`src/hw/rtl/mqttrx_pkg.sv`:
```
// Shared types and codes for the MQTT receive deframer.
// Used by the parser, the top level and the port checker; depends on nothing.
package mqttrx_pkg;

    localparam int KIND_W = 3;
    localparam int ERR_W  = 2;
    localparam int LEN_W  = 28;
    localparam int TLEN_W = 16;
    localparam int LIMIT_W = 16;
    localparam logic [LIMIT_W-1:0] LIMIT_RESET = 16'd512;

    // Byte classes
    localparam logic [KIND_W-1:0] KIND_HEADER  = 3'd0;
    localparam logic [KIND_W-1:0] KIND_LENGTH  = 3'd1;
    localparam logic [KIND_W-1:0] KIND_TLEN    = 3'd2;
    localparam logic [KIND_W-1:0] KIND_TOPIC   = 3'd3;
    localparam logic [KIND_W-1:0] KIND_PAYLOAD = 3'd4;
    localparam logic [KIND_W-1:0] KIND_BODY    = 3'd5;

    // Error codes
    localparam logic [ERR_W-1:0] ERR_NONE      = 2'd0;
    localparam logic [ERR_W-1:0] ERR_LEN_FIELD = 2'd1;
    localparam logic [ERR_W-1:0] ERR_LIMIT     = 2'd2;
    localparam logic [ERR_W-1:0] ERR_TOPIC     = 2'd3;

    // Control packet types
    localparam logic [3:0] TYPE_CONNACK = 4'd2;
    localparam logic [3:0] TYPE_PUBLISH = 4'd3;

    typedef struct packed {
        logic [KIND_W-1:0] byte_kind;
        logic [3:0]        packet_type;
        logic [LEN_W-1:0]  remaining_length;
        logic [TLEN_W-1:0] topic_length;
        logic              packet_end;
        logic [ERR_W-1:0]  error_code;
        logic              connected;
        logic [7:0]        byte_out;
    } result_t;

endpackage

```
`src/hw/rtl/mqttrx_parser.sv`:
```
// Fixed header parser: holds the framing state and classifies one byte.
// Depends on mqttrx_pkg. The result is combinational; the state advances on step.
module mqttrx_parser
    import mqttrx_pkg::*;
#(
    parameter int MAX_LENGTH_BYTES = 4
) (
    input  logic               aclk,
    input  logic               aresetn,
    input  logic               step,
    input  logic [7:0]         data_byte,
    input  logic [LIMIT_W-1:0] max_packet_bytes,
    output result_t            result
);

    localparam int CNT_W = $clog2(MAX_LENGTH_BYTES + 1);

    typedef enum logic [2:0] {
        PH_HEADER  = 3'd0,
        PH_LENGTH  = 3'd1,
        PH_TLEN_HI = 3'd2,
        PH_TLEN_LO = 3'd3,
        PH_TOPIC   = 3'd4,
        PH_PAYLOAD = 3'd5,
        PH_BODY    = 3'd6
    } phase_t;

    phase_t             phase_reg, phase_next;
    logic [3:0]         type_reg, type_next;
    logic [LEN_W-1:0]   accum_reg, accum_next;
    logic [CNT_W-1:0]   count_reg, count_next;
    logic [LEN_W-1:0]   left_reg, left_next;
    logic [TLEN_W-1:0]  tlen_reg, tlen_next;
    logic [TLEN_W-1:0]  topic_left_reg, topic_left_next;
    logic               conn_reg, conn_next;

    logic [KIND_W-1:0]  kind;
    logic               pkt_end;
    logic [ERR_W-1:0]   err;
    logic [4:0]         shift_amt;
    logic [CNT_W-1:0]   count_inc;
    logic [LEN_W-1:0]   accum_sum;
    logic [LEN_W:0]     total;
    logic [LEN_W-1:0]   left_dec;
    logic [TLEN_W-1:0]  tlen_full;

    always_comb begin
        phase_next      = phase_reg;
        type_next       = type_reg;
        accum_next      = accum_reg;
        count_next      = count_reg;
        left_next       = left_reg;
        tlen_next       = tlen_reg;
        topic_left_next = topic_left_reg;
        conn_next       = conn_reg;
        kind            = KIND_HEADER;
        pkt_end         = 1'b0;
        err             = ERR_NONE;

        // The count never passes MAX_LENGTH_BYTES - 1 here, so with the default of 4 the
        // group always lands inside the 28-bit accumulator.
        shift_amt = 5'(count_reg) * 5'd7;
        count_inc = count_reg + 1'b1;
        accum_sum = accum_reg + (LEN_W'(data_byte[6:0]) << shift_amt);
        total     = (LEN_W+1)'(1) + (LEN_W+1)'(count_inc) + (LEN_W+1)'(accum_sum);
        left_dec  = left_reg - 1'b1;
        tlen_full = {tlen_reg[15:8], data_byte};

        case (phase_reg)
            PH_LENGTH: begin
                kind       = KIND_LENGTH;
                accum_next = accum_sum;
                count_next = count_inc;
                if (data_byte[7]) begin
                    if (32'(count_inc) >= MAX_LENGTH_BYTES) begin
                        err        = ERR_LEN_FIELD;
                        phase_next = PH_HEADER;
                    end
                end else begin
                    left_next = accum_sum;
                    if (total > (LEN_W+1)'(max_packet_bytes)) begin
                        err        = ERR_LIMIT;
                        phase_next = PH_HEADER;
                    end else if (type_reg == TYPE_PUBLISH) begin
                        if (accum_sum < LEN_W'(2)) begin
                            err        = ERR_TOPIC;
                            phase_next = PH_HEADER;
                        end else begin
                            phase_next = PH_TLEN_HI;
                        end
                    end else if (accum_sum == '0) begin
                        pkt_end    = 1'b1;
                        phase_next = PH_HEADER;
                    end else begin
                        phase_next = PH_BODY;
                    end
                end
            end
            PH_TLEN_HI: begin
                kind       = KIND_TLEN;
                tlen_next  = {data_byte, 8'd0};
                left_next  = left_dec;
                phase_next = PH_TLEN_LO;
            end
            PH_TLEN_LO: begin
                kind      = KIND_TLEN;
                tlen_next = tlen_full;
                left_next = left_dec;
                if (LEN_W'(tlen_full) > left_dec) begin
                    err        = ERR_TOPIC;
                    phase_next = PH_HEADER;
                end else begin
                    topic_left_next = tlen_full;
                    if (left_dec == '0) begin
                        pkt_end    = 1'b1;
                        phase_next = PH_HEADER;
                    end else if (tlen_full != '0) begin
                        phase_next = PH_TOPIC;
                    end else begin
                        phase_next = PH_PAYLOAD;
                    end
                end
            end
            PH_TOPIC: begin
                kind            = KIND_TOPIC;
                left_next       = left_dec;
                topic_left_next = topic_left_reg - 1'b1;
                if (left_dec == '0) begin
                    pkt_end    = 1'b1;
                    phase_next = PH_HEADER;
                end else if (topic_left_reg == TLEN_W'(1)) begin
                    phase_next = PH_PAYLOAD;
                end
            end
            PH_PAYLOAD, PH_BODY: begin
                kind      = (phase_reg == PH_PAYLOAD) ? KIND_PAYLOAD : KIND_BODY;
                left_next = left_dec;
                if (left_dec == '0) begin
                    pkt_end    = 1'b1;
                    phase_next = PH_HEADER;
                end
            end
            default: begin
                kind            = KIND_HEADER;
                type_next       = data_byte[7:4];
                accum_next      = '0;
                count_next      = '0;
                left_next       = '0;
                tlen_next       = '0;
                topic_left_next = '0;
                phase_next      = PH_LENGTH;
            end
        endcase

        // A CONNACK counts only when it ends cleanly.
        if (pkt_end && type_reg == TYPE_CONNACK) begin
            conn_next = 1'b1;
        end

        result.byte_kind        = kind;
        result.packet_type      = type_next;
        result.remaining_length = accum_next;
        result.topic_length     = tlen_next;
        result.packet_end       = pkt_end;
        result.error_code       = err;
        result.connected        = conn_next;
        result.byte_out         = data_byte;
    end

    always_ff @(posedge aclk) begin
        if (!aresetn) begin
            phase_reg      <= PH_HEADER;
            type_reg       <= '0;
            accum_reg      <= '0;
            count_reg      <= '0;
            left_reg       <= '0;
            tlen_reg       <= '0;
            topic_left_reg <= '0;
            conn_reg       <= 1'b0;
        end else if (step) begin
            phase_reg      <= phase_next;
            type_reg       <= type_next;
            accum_reg      <= accum_next;
            count_reg      <= count_next;
            left_reg       <= left_next;
            tlen_reg       <= tlen_next;
            topic_left_reg <= topic_left_next;
            conn_reg       <= conn_next;
        end
    end

endmodule

```
`src/hw/rtl/mqtt_receive_packet_deframer.sv`:
```
// Top level of the MQTT receive deframer: stream ports, limit register, skid buffer.
// Depends on mqttrx_pkg and mqttrx_parser.
//
// Received MQTT bytes enter on the s_ channel, one byte per transfer. Every
// byte gives exactly one result transfer on the m_ channel, in order: the
// byte's class in m_tuser, the packet fields and the byte itself in m_tdata,
// and m_tlast on the byte that ends a packet cleanly.
// The cfg_ channel writes the packet size limit; it is always ready and is
// meant to be written only while no byte is in flight.
// A result is registered in the output register, or in the skid register while
// the output is held. Throughput is one byte per cycle while the receiver keeps
// up: the parser state updates in a single step per byte, and the result register
// plus a one-entry skid register let the input side take one more byte while a
// result waits for m_tready. When the receiver stalls, the skid entry fills and
// s_tready, driven from it, drops; it rises again once the receiver takes a result.
// A synchronous active-low reset returns the parser to expecting a header,
// clears the connected flag, empties both output registers and sets the
// limit to 512 bytes.
module mqtt_receive_packet_deframer
    import mqttrx_pkg::*;
#(
    parameter int MAX_LENGTH_BYTES = 4
) (
    input  logic               aclk,
    input  logic               aresetn,
    // Input bytes
    input  logic               s_tvalid,
    output logic               s_tready,
    input  logic [7:0]         s_tdata,   // [7:0] data_byte
    // Results
    output logic               m_tvalid,
    input  logic               m_tready,
    // [3:0] packet_type, [31:4] remaining_length, [47:32] topic_length,
    // [49:48] error_code, [50] connected, [58:51] byte_out, [63:59] zero
    output logic [63:0]        m_tdata,
    output logic [2:0]         m_tuser,   // [2:0] byte_kind
    output logic               m_tlast,   // packet_end
    // Limit register write
    input  logic               cfg_valid,
    output logic               cfg_ready,
    input  logic [LIMIT_W-1:0] cfg_data   // max_packet_bytes
);

    logic [LIMIT_W-1:0] limit_reg;
    logic               accept;
    result_t            result;
    result_t            out_reg;
    result_t            skid_reg;
    logic               out_valid_reg;
    logic               skid_valid_reg;
    logic               out_free;

    assign cfg_ready = 1'b1;
    assign s_tready  = !skid_valid_reg;
    assign accept    = s_tvalid && s_tready;
    assign out_free  = !out_valid_reg || m_tready;

    mqttrx_parser #(
        .MAX_LENGTH_BYTES(MAX_LENGTH_BYTES)
    ) u_parser (
        .aclk             (aclk),
        .aresetn          (aresetn),
        .step             (accept),
        .data_byte        (s_tdata),
        .max_packet_bytes (limit_reg),
        .result           (result)
    );

    always_ff @(posedge aclk) begin
        if (!aresetn) begin
            limit_reg <= LIMIT_RESET;
        end else if (cfg_valid && cfg_ready) begin
            limit_reg <= cfg_data;
        end
    end

    // The skid entry only fills while the output register is held, so
    // s_tready is low whenever the skid entry drains into the output.
    always_ff @(posedge aclk) begin
        if (!aresetn) begin
            out_valid_reg  <= 1'b0;
            skid_valid_reg <= 1'b0;
        end else if (out_free) begin
            if (skid_valid_reg) begin
                out_reg        <= skid_reg;
                out_valid_reg  <= 1'b1;
                skid_valid_reg <= 1'b0;
            end else if (accept) begin
                out_reg       <= result;
                out_valid_reg <= 1'b1;
            end else begin
                out_valid_reg <= 1'b0;
            end
        end else if (accept) begin
            skid_reg       <= result;
            skid_valid_reg <= 1'b1;
        end
    end

    assign m_tvalid = out_valid_reg;
    assign m_tuser  = out_reg.byte_kind;
    assign m_tlast  = out_reg.packet_end;
    assign m_tdata  = {5'd0, out_reg.byte_out, out_reg.connected, out_reg.error_code,
                       out_reg.topic_length, out_reg.remaining_length, out_reg.packet_type};

endmodule

```
`config.mk`:
```
export PLATFORM = sky130hd
export DESIGN_NAME = mqtt_receive_packet_deframer
export DESIGN_NICKNAME = d
export VERILOG_FILES = /design/src/hw/rtl/mqttrx_pkg.sv /design/src/hw/rtl/mqttrx_parser.sv /design/src/hw/rtl/mqtt_receive_packet_deframer.sv
export SDC_FILE = /design/constraint.sdc
export NUM_CORES = 1
export LEC_CHECK = 0
export BUFFER_PORTS_ARGS = -buffer_cell sky130_fd_sc_hd__buf_2
export CORE_UTILIZATION = 55
export CTS_BUF_LIST = sky130_fd_sc_hd__clkbuf_8
export CTS_CLUSTER_SIZE = 20
export DETAILED_ROUTE_END_ITERATION = 8
export HOLD_SLACK_MARGIN = 0.05
export PLACE_DENSITY = 0.73
export SETUP_SLACK_MARGIN = 0.3
export SLEW_MARGIN = 20
export SYNTH_ARGS = -nofsm -noshare
export SYNTH_HDL_FRONTEND = slang
export SYNTH_HIERARCHICAL = 1
export SYNTH_SLANG_ARGS = --single-unit
```
`constraint.sdc`:
```
create_clock -name aclk -period 21.6 [get_ports aclk]
set_clock_uncertainty 0.05 [all_clocks]
set_input_delay 3.24 -clock aclk [delete_from_list [all_inputs] [get_ports aclk]]
set_output_delay 3.24 -clock aclk [all_outputs]
set_load 0.02 [all_outputs]
```
---- After elaboration in Yosys (flattened, before gate mapping) ----
Cells that the tools add are included.
storage, ports and cells
  logic and storage cells ................. 122
  bits of input ports ..................... 29
  bits in registers ....................... 243
cells by class
  order comparisons ....................... 4
  bitwise operators ....................... 4
  shifts and indexed selects .............. 1
  reduce and logical (&&, ||, !) cells .... 23
  eq/ne operators ......................... 14
  add/subtract/negate cells ............... 6
  multiply operators ...................... 1
  muxes and demuxes ....................... 42
operators with widths
  kind                                                          number
  two-way mux 63 bit                                            2
  case mux 28 bit (2 select lines)                              2
  case mux 16 bit (3 select lines)                              2
  logical NOT 28 bit                                            2
  two-way mux 3 bit                                             10
  adder 29 x 28 -> 29 bit                                       1
  > comparator 29 x 16 -> 1 bit                                 1
  adder 28 bit                                                  1
  > comparator 16 x 28 -> 1 bit                                 1
  less-than comparator 28 x 2 -> 1 bit (second input constant)  1
  two-way mux 28 bit                                            1
  << shifter 7 x 5 -> 28 bit                                    1
  subtractor 28 x 1 -> 28 bit (second input constant)           1
  equality test 16 x 1 -> 1 bit (second input constant)         1
  two-way mux 16 bit                                            1
  nonzero test 16 bit                                           1
  subtractor 16 x 1 -> 16 bit (second input constant)           1
  case mux 3 bit (5 select lines)                               1
  two-way mux 1 bit                                             12
  two-way mux 2 bit                                             6
  case mux 3 bit (4 select lines)                               1
  equality test 3 bit (second input constant)                   3
  AND reduction 3 bit                                           3
  equality test 4 x 2 -> 1 bit (second input constant)          2
  other kinds (26)                                              37

---- Logic depth before layout (Yosys ltp) ----
  word-level depth ........................ 13
  gate-level depth with buffers ........... 30
  depth with buffers taken out ............ 28

---- By module ----
Netlist, hierarchy kept.
by module, submodules not included
  module                        instances  cells each  area an instance (um^2)  sequential area each (um^2)
  mqttrx_parser                 1          1330        9937.0                   1981.9
  mqtt_receive_packet_deframer  1          265         5286.3                   4144.0

---- Worst setup path after synthesis ----
No wires, ideal clock.
  kind .................................... input-to-reg
  start ................................... in s_tdata[4]
  end ..................................... reg out_reg, in the netlist m_tlast (data pin)
  buffers on the path ..................... 2
  data required time ...................... 21.421 ns
  library setup time ...................... 0.129 ns
  arrival ................................. 8.530 ns
  stages on the path ...................... 24
  slack ................................... 12.890 ns
  cell sequence ........................... clkbuf_1 > mux4_2 > mux2i_1 > nor2_1 > ha_1 > and3_4 > a221oi_4 > o21bai_1 > xnor2_1 > nor4_1 > nand2_1 > xor2_1 > ha_1 > a21o_1 > a21o_1 > a21oi_1 > o211ai_1 > a221o_1 > a221oi_1 > nand2_1 > or4_1 > o21ai_0 > buf_4 > mux2_2
between the ends
  longest elaborated chain between the ends .. 10
ends and longest elaborated chain
  what                                                                             RTL line                            text
  from (decl)                                                                      mqtt_receive_packet_deframer.sv:29  input logic [7:0] s_tdata,
  parallel branches: the longest is 7 deep, another holds adder 29 x 28 -> 29 bit  n/a
  case mux 1 bit (3 select lines) (*)                                              mqttrx_parser.sv:69                 case (phase_reg)
  named net u_parser.pkt_end                                                       mqttrx_parser.sv:38                 logic pkt_end;
  two-way mux 63 bit (*)                                                           mqtt_receive_packet_deframer.sv:88  end else if (accept) begin
  two-way mux 63 bit (*)                                                           mqtt_receive_packet_deframer.sv:84  if (skid_valid_reg) begin
  to (signal assigned)                                                             mqtt_receive_packet_deframer.sv:85  out_reg <= skid_reg;
  to (signal assigned)                                                             mqtt_receive_packet_deframer.sv:89  out_reg <= result;
  to (decl)                                                                        mqtt_receive_packet_deframer.sv:47  result_t out_reg;
Mark *: on every way through the listed nets, which the timed path passes. The select of a mux whose other input is x is not followed.
A chain may end at the register's enable or synchronous reset.

==> results summary <==
The fraction of power spent switching nets came out at 31.5%. In this run the biggest area consumer among cell types represents between 20% and 30% of the synthesized area. The total track usage came out at between 30% and 40%. The sequential group share of total power is a little over two fifths. The layout-stage area growth over the synthesis result came out at 8.75%. The worst IR drop on VDD came out at roughly 0.051 mV. Summed over all cells, the static leakage comes to 6.70 nW. By area the synthesized netlist is led by edfxtp_1 25%, dfxtp_1 15%, ha_1 5.7%. The share of the clock period used by the worst path after layout came out at between 40% and 50%. The number of buffers on the longest clock path is 3.

The remaining antenna violation count came out at 0. The register bit count reported by yosys came out at 243. The die covers approximately 28000 um^2.

TritonCTS built the clock tree. Setup violations remaining at the end of the flow were counted as 0. The worst setup path is launched from a primary input. The proportion of layout cells with a drive suffix above 1 is about 15%. The overall routed net length came out at 44100 um.

The fraction of the yosys area taken by sequential cells came out at roughly two fifths. The critical path required time came out at 21.87 ns. The most instantiated flip-flop cell in the synthesis netlist is edfxtp_1. The count of hold buffers inserted by post-cts repair is 0. The count of TritonRoute iterations in the first routing pass came out at 6.

Yosys mapped a number of flops with a built-in enable equal to around 130. The cell area after placement is 15700 um^2. Setup repair after global routing left no endpoint under its margin. In this run, post-CTS repair resized a total of 0 instances. The tightest min-delay check is of the reg -> reg type. The post-DP HPWL is ~32000 um. During synthesis, Yosys emitted a total of 6 warnings.

The critical setup path kind is in -> reg. At the worst endpoint, the arrival time is about 9.7 ns. The most common cell in the synthesized netlist is nand2_1. The multi-input logic area is between 8000 and 9000 um^2. Clock tree synthesis selected as its root buffer the cell clkbuf_8. Each instance of the synthesized netlist takes up on average about 9.5 um^2. The count of final hold-check violations came out at 0.

In this run, the clock network consumes 35.0% of the power. The initial antenna violation count came out at 0. Entering global routing, the biggest net connects 95 pins. The area of the mapped netlist is 15200 um^2.

For this design, the sink count on the clock tree is 243. The post-CTS setup buffer count is 0. The worst-margin pin slew came out at approximately 1.0 ns. The number of inserted diodes is 0. The average routed wire per standard cell came out at around 22 um.

For this run, the top clock speed supported by timing is ~0.11 GHz. The detail-routed via count per cell is 6.32. The register with the most flip-flops in the layout has 63 of them. The count of different cell masters after synthesis came out at 93. The via total after detailed routing is about 13000. The wire length of the first global-routing pass came out at around 69000 um. The chip height is 168 um. Of all flip-flops after synthesis, the portion carrying an async set or reset was 0%. The number of buffers created by CTS came out at 43. After layout, the minimum clock period comes to roughly 9.4 ns. The area taken by flip-flops and latches came out at slightly above 6000 um^2. The final weighted congestion in routability-driven placement is 0.947. The top-level I/O count is 100. The total global routing overflow came out at 0. The width of the chip came out at 168 um. Row generation in the floorplan step produced 60 rows.

Internal power comes to just over 800 uW. The number of fill cells in the layout came out at roughly 2300. The area of the placeable core came out at roughly 27000 um^2.

The number of nets in the final layout came out at about 1700. After routing the design area is 16600 um^2. The maximum fanout count along the critical path is 10. The number of pins with negative max-slew slack in the final report came out at 0. The violation count after the first detailed-route iteration is between 1000 and 1500.

The total power per unit cell area is 71.2 nW/um^2. The H-tree was split into 2 levels. The number of global-route vias before repair came out at ~12000. The number of maximum-capacitance constraint violations is 0.

The run finished with clean final reports. The cell count after synthesis came out at ~1600. The worst slew margin relative to its limit came out at between 30% and 40%. The count of input and output buffers came out at 93. After clock tree synthesis, the clock-pin slew on the worst setup and hold paths is roughly 0.06 ns.

The combinational share of power came out at approximately a fifth. STA classifies the critical path endpoint as a register. The clock latency reported for the late side of the worst-skew pair came out at ~0.57 ns. The setup TNS came out at 0 ns. In this run the power spent charging and discharging nets is between 300 and 400 uW.

The number of remaining DRC errors came out at 0. Ranked by instance count, the synthesized netlist is headed by 132 x nand2_1, 127 x nor2_1, 126 x edfxtp_1. For this configuration, the core starts out at a cell density of a little under three fifths. The cell taking the most area after synthesis is edfxtp_1.
-- cell usage in the layout (no fill, tap or decap), types with 13 or more instances in the layout --
master,instances
nand2_1,132
edfxtp_1,126
nor2_1,126
dfxtp_1,116
buf_2,93
o21ai_0,90
nor2b_1,81
a21oi_1,74
ha_1,69
inv_1,54
clkbuf_8,47
mux2i_1,45
mux2_2,42
a21o_1,39
xnor2_1,36
nand4_1,34
nor3_1,33
mux2_1,28
a22oi_1,27
nand3_1,26
xor2_1,22
or3_1,17
a22o_1,16
nor4_1,16
a32oi_1,15
buf_4,14
and2_1,13
a21boi_0,13
-- stage by stage --
step	util [%]	std cells	power (mW)	setup WS, ns	hold WS (ns)
after floorplan	-	1599	0.709	12.89	0.366
after global placement	58.2	1940	0.765	11.93	0.378
after detailed placement	58.2	1940	0.770	11.84	0.385
after CTS	61.3	2018	1.18	12.40	0.400
after global routing	61.3	2018	1.23	11.69	0.416
final	61.3	2018	1.18	12.19	0.401
-- power by group through the flow --
stage / logic [mW] / clock network [mW] / registers [mW]
2_1_floorplan: 0.181 / 0 / 0.528
3_3_place_gp: 0.240 / 0 / 0.525
3_5_place_dp: 0.245 / 0 / 0.525
4_1_cts: 0.247 / 0.420 / 0.516
5_1_grt: 0.274 / 0.441 / 0.517
6_report: 0.250 / 0.412 / 0.516
-- per-layer routing --
metal  share of wire [%]  track usage, %  vias to the layer above  wire, um
met1                  43            41.0                     6116     19100
met3                 5.7            3.95                      124      2500
met4                 5.3            16.3                        0      2350
met5                   0               0                        -         0
met2                  46            50.4                      522     20200
li1                    -               -                     5991         -
-- final timing paths --
path / endpoint / start / slack (ns) / cells after the start
max reg2reg: m_tdata[49] / u_parser/count_reg[0] / 12.65 / 25
min: u_parser/conn_reg / u_parser/conn_reg / 0.40 / 2
max: m_tdata[49] / s_tdata[0] / 12.19 / 23
min reg2reg: u_parser/conn_reg / u_parser/conn_reg / 0.40 / 2
-- layout make-up --
class / count / area share, %
Multi-Input combinational cell: 1205 / 51.0
Sequential cell: 243 / 37.0
Clock buffer: 47 / 3.91
Timing Repair Buffer: 107 / 3.45
Tap cell: 341 / 2.58
Clock inverter: 31 / 1.10
Inverter: 44 / 0.998
-- critical path, stage by stage --
cell and delay [ns]:
buf_2 0.19, mux2_2 0.30, o21ai_0 0.40, nor2_1 0.13, ha_1 0.28, a211oi_1 0.61, nor2_1 0.13, xor2_1 0.51
nand3_1 0.22, nor4_1 0.71, nand2_1 0.16, xor2_1 0.17, ha_1 0.33, a21o_1 0.16, a21o_1 0.17, a21oi_1 0.25
o211ai_1 0.14, a221o_1 0.31, a221oi_1 0.41, o211a_1 0.30, nand3_1 0.08, a21o_1 0.20, mux2_2 0.25
-- kinds of logic (layout without fill, tap and decap cells) --
| kind of cell | Yosys count | count (layout) | share of synthesized area (%) |
|---|---|---|---|
| AO/OA/AOI/OAI | 394 | 394 | 18.0 |
| flip-flops | 243 | 243 | 40.2 |
| AND/OR/NAND/NOR | 556 | 556 | 19.1 |
| other | 2 | 6 | 0.0493 |
| XOR/XNOR | 60 | 60 | 3.55 |
| adder cells (fa/ha/maj) | 73 | 73 | 6.20 |
| multiplexers | 116 | 116 | 8.28 |
| buffers and inverters | 151 | 229 | 4.59 |
Power figures use the tool's default switching activity.
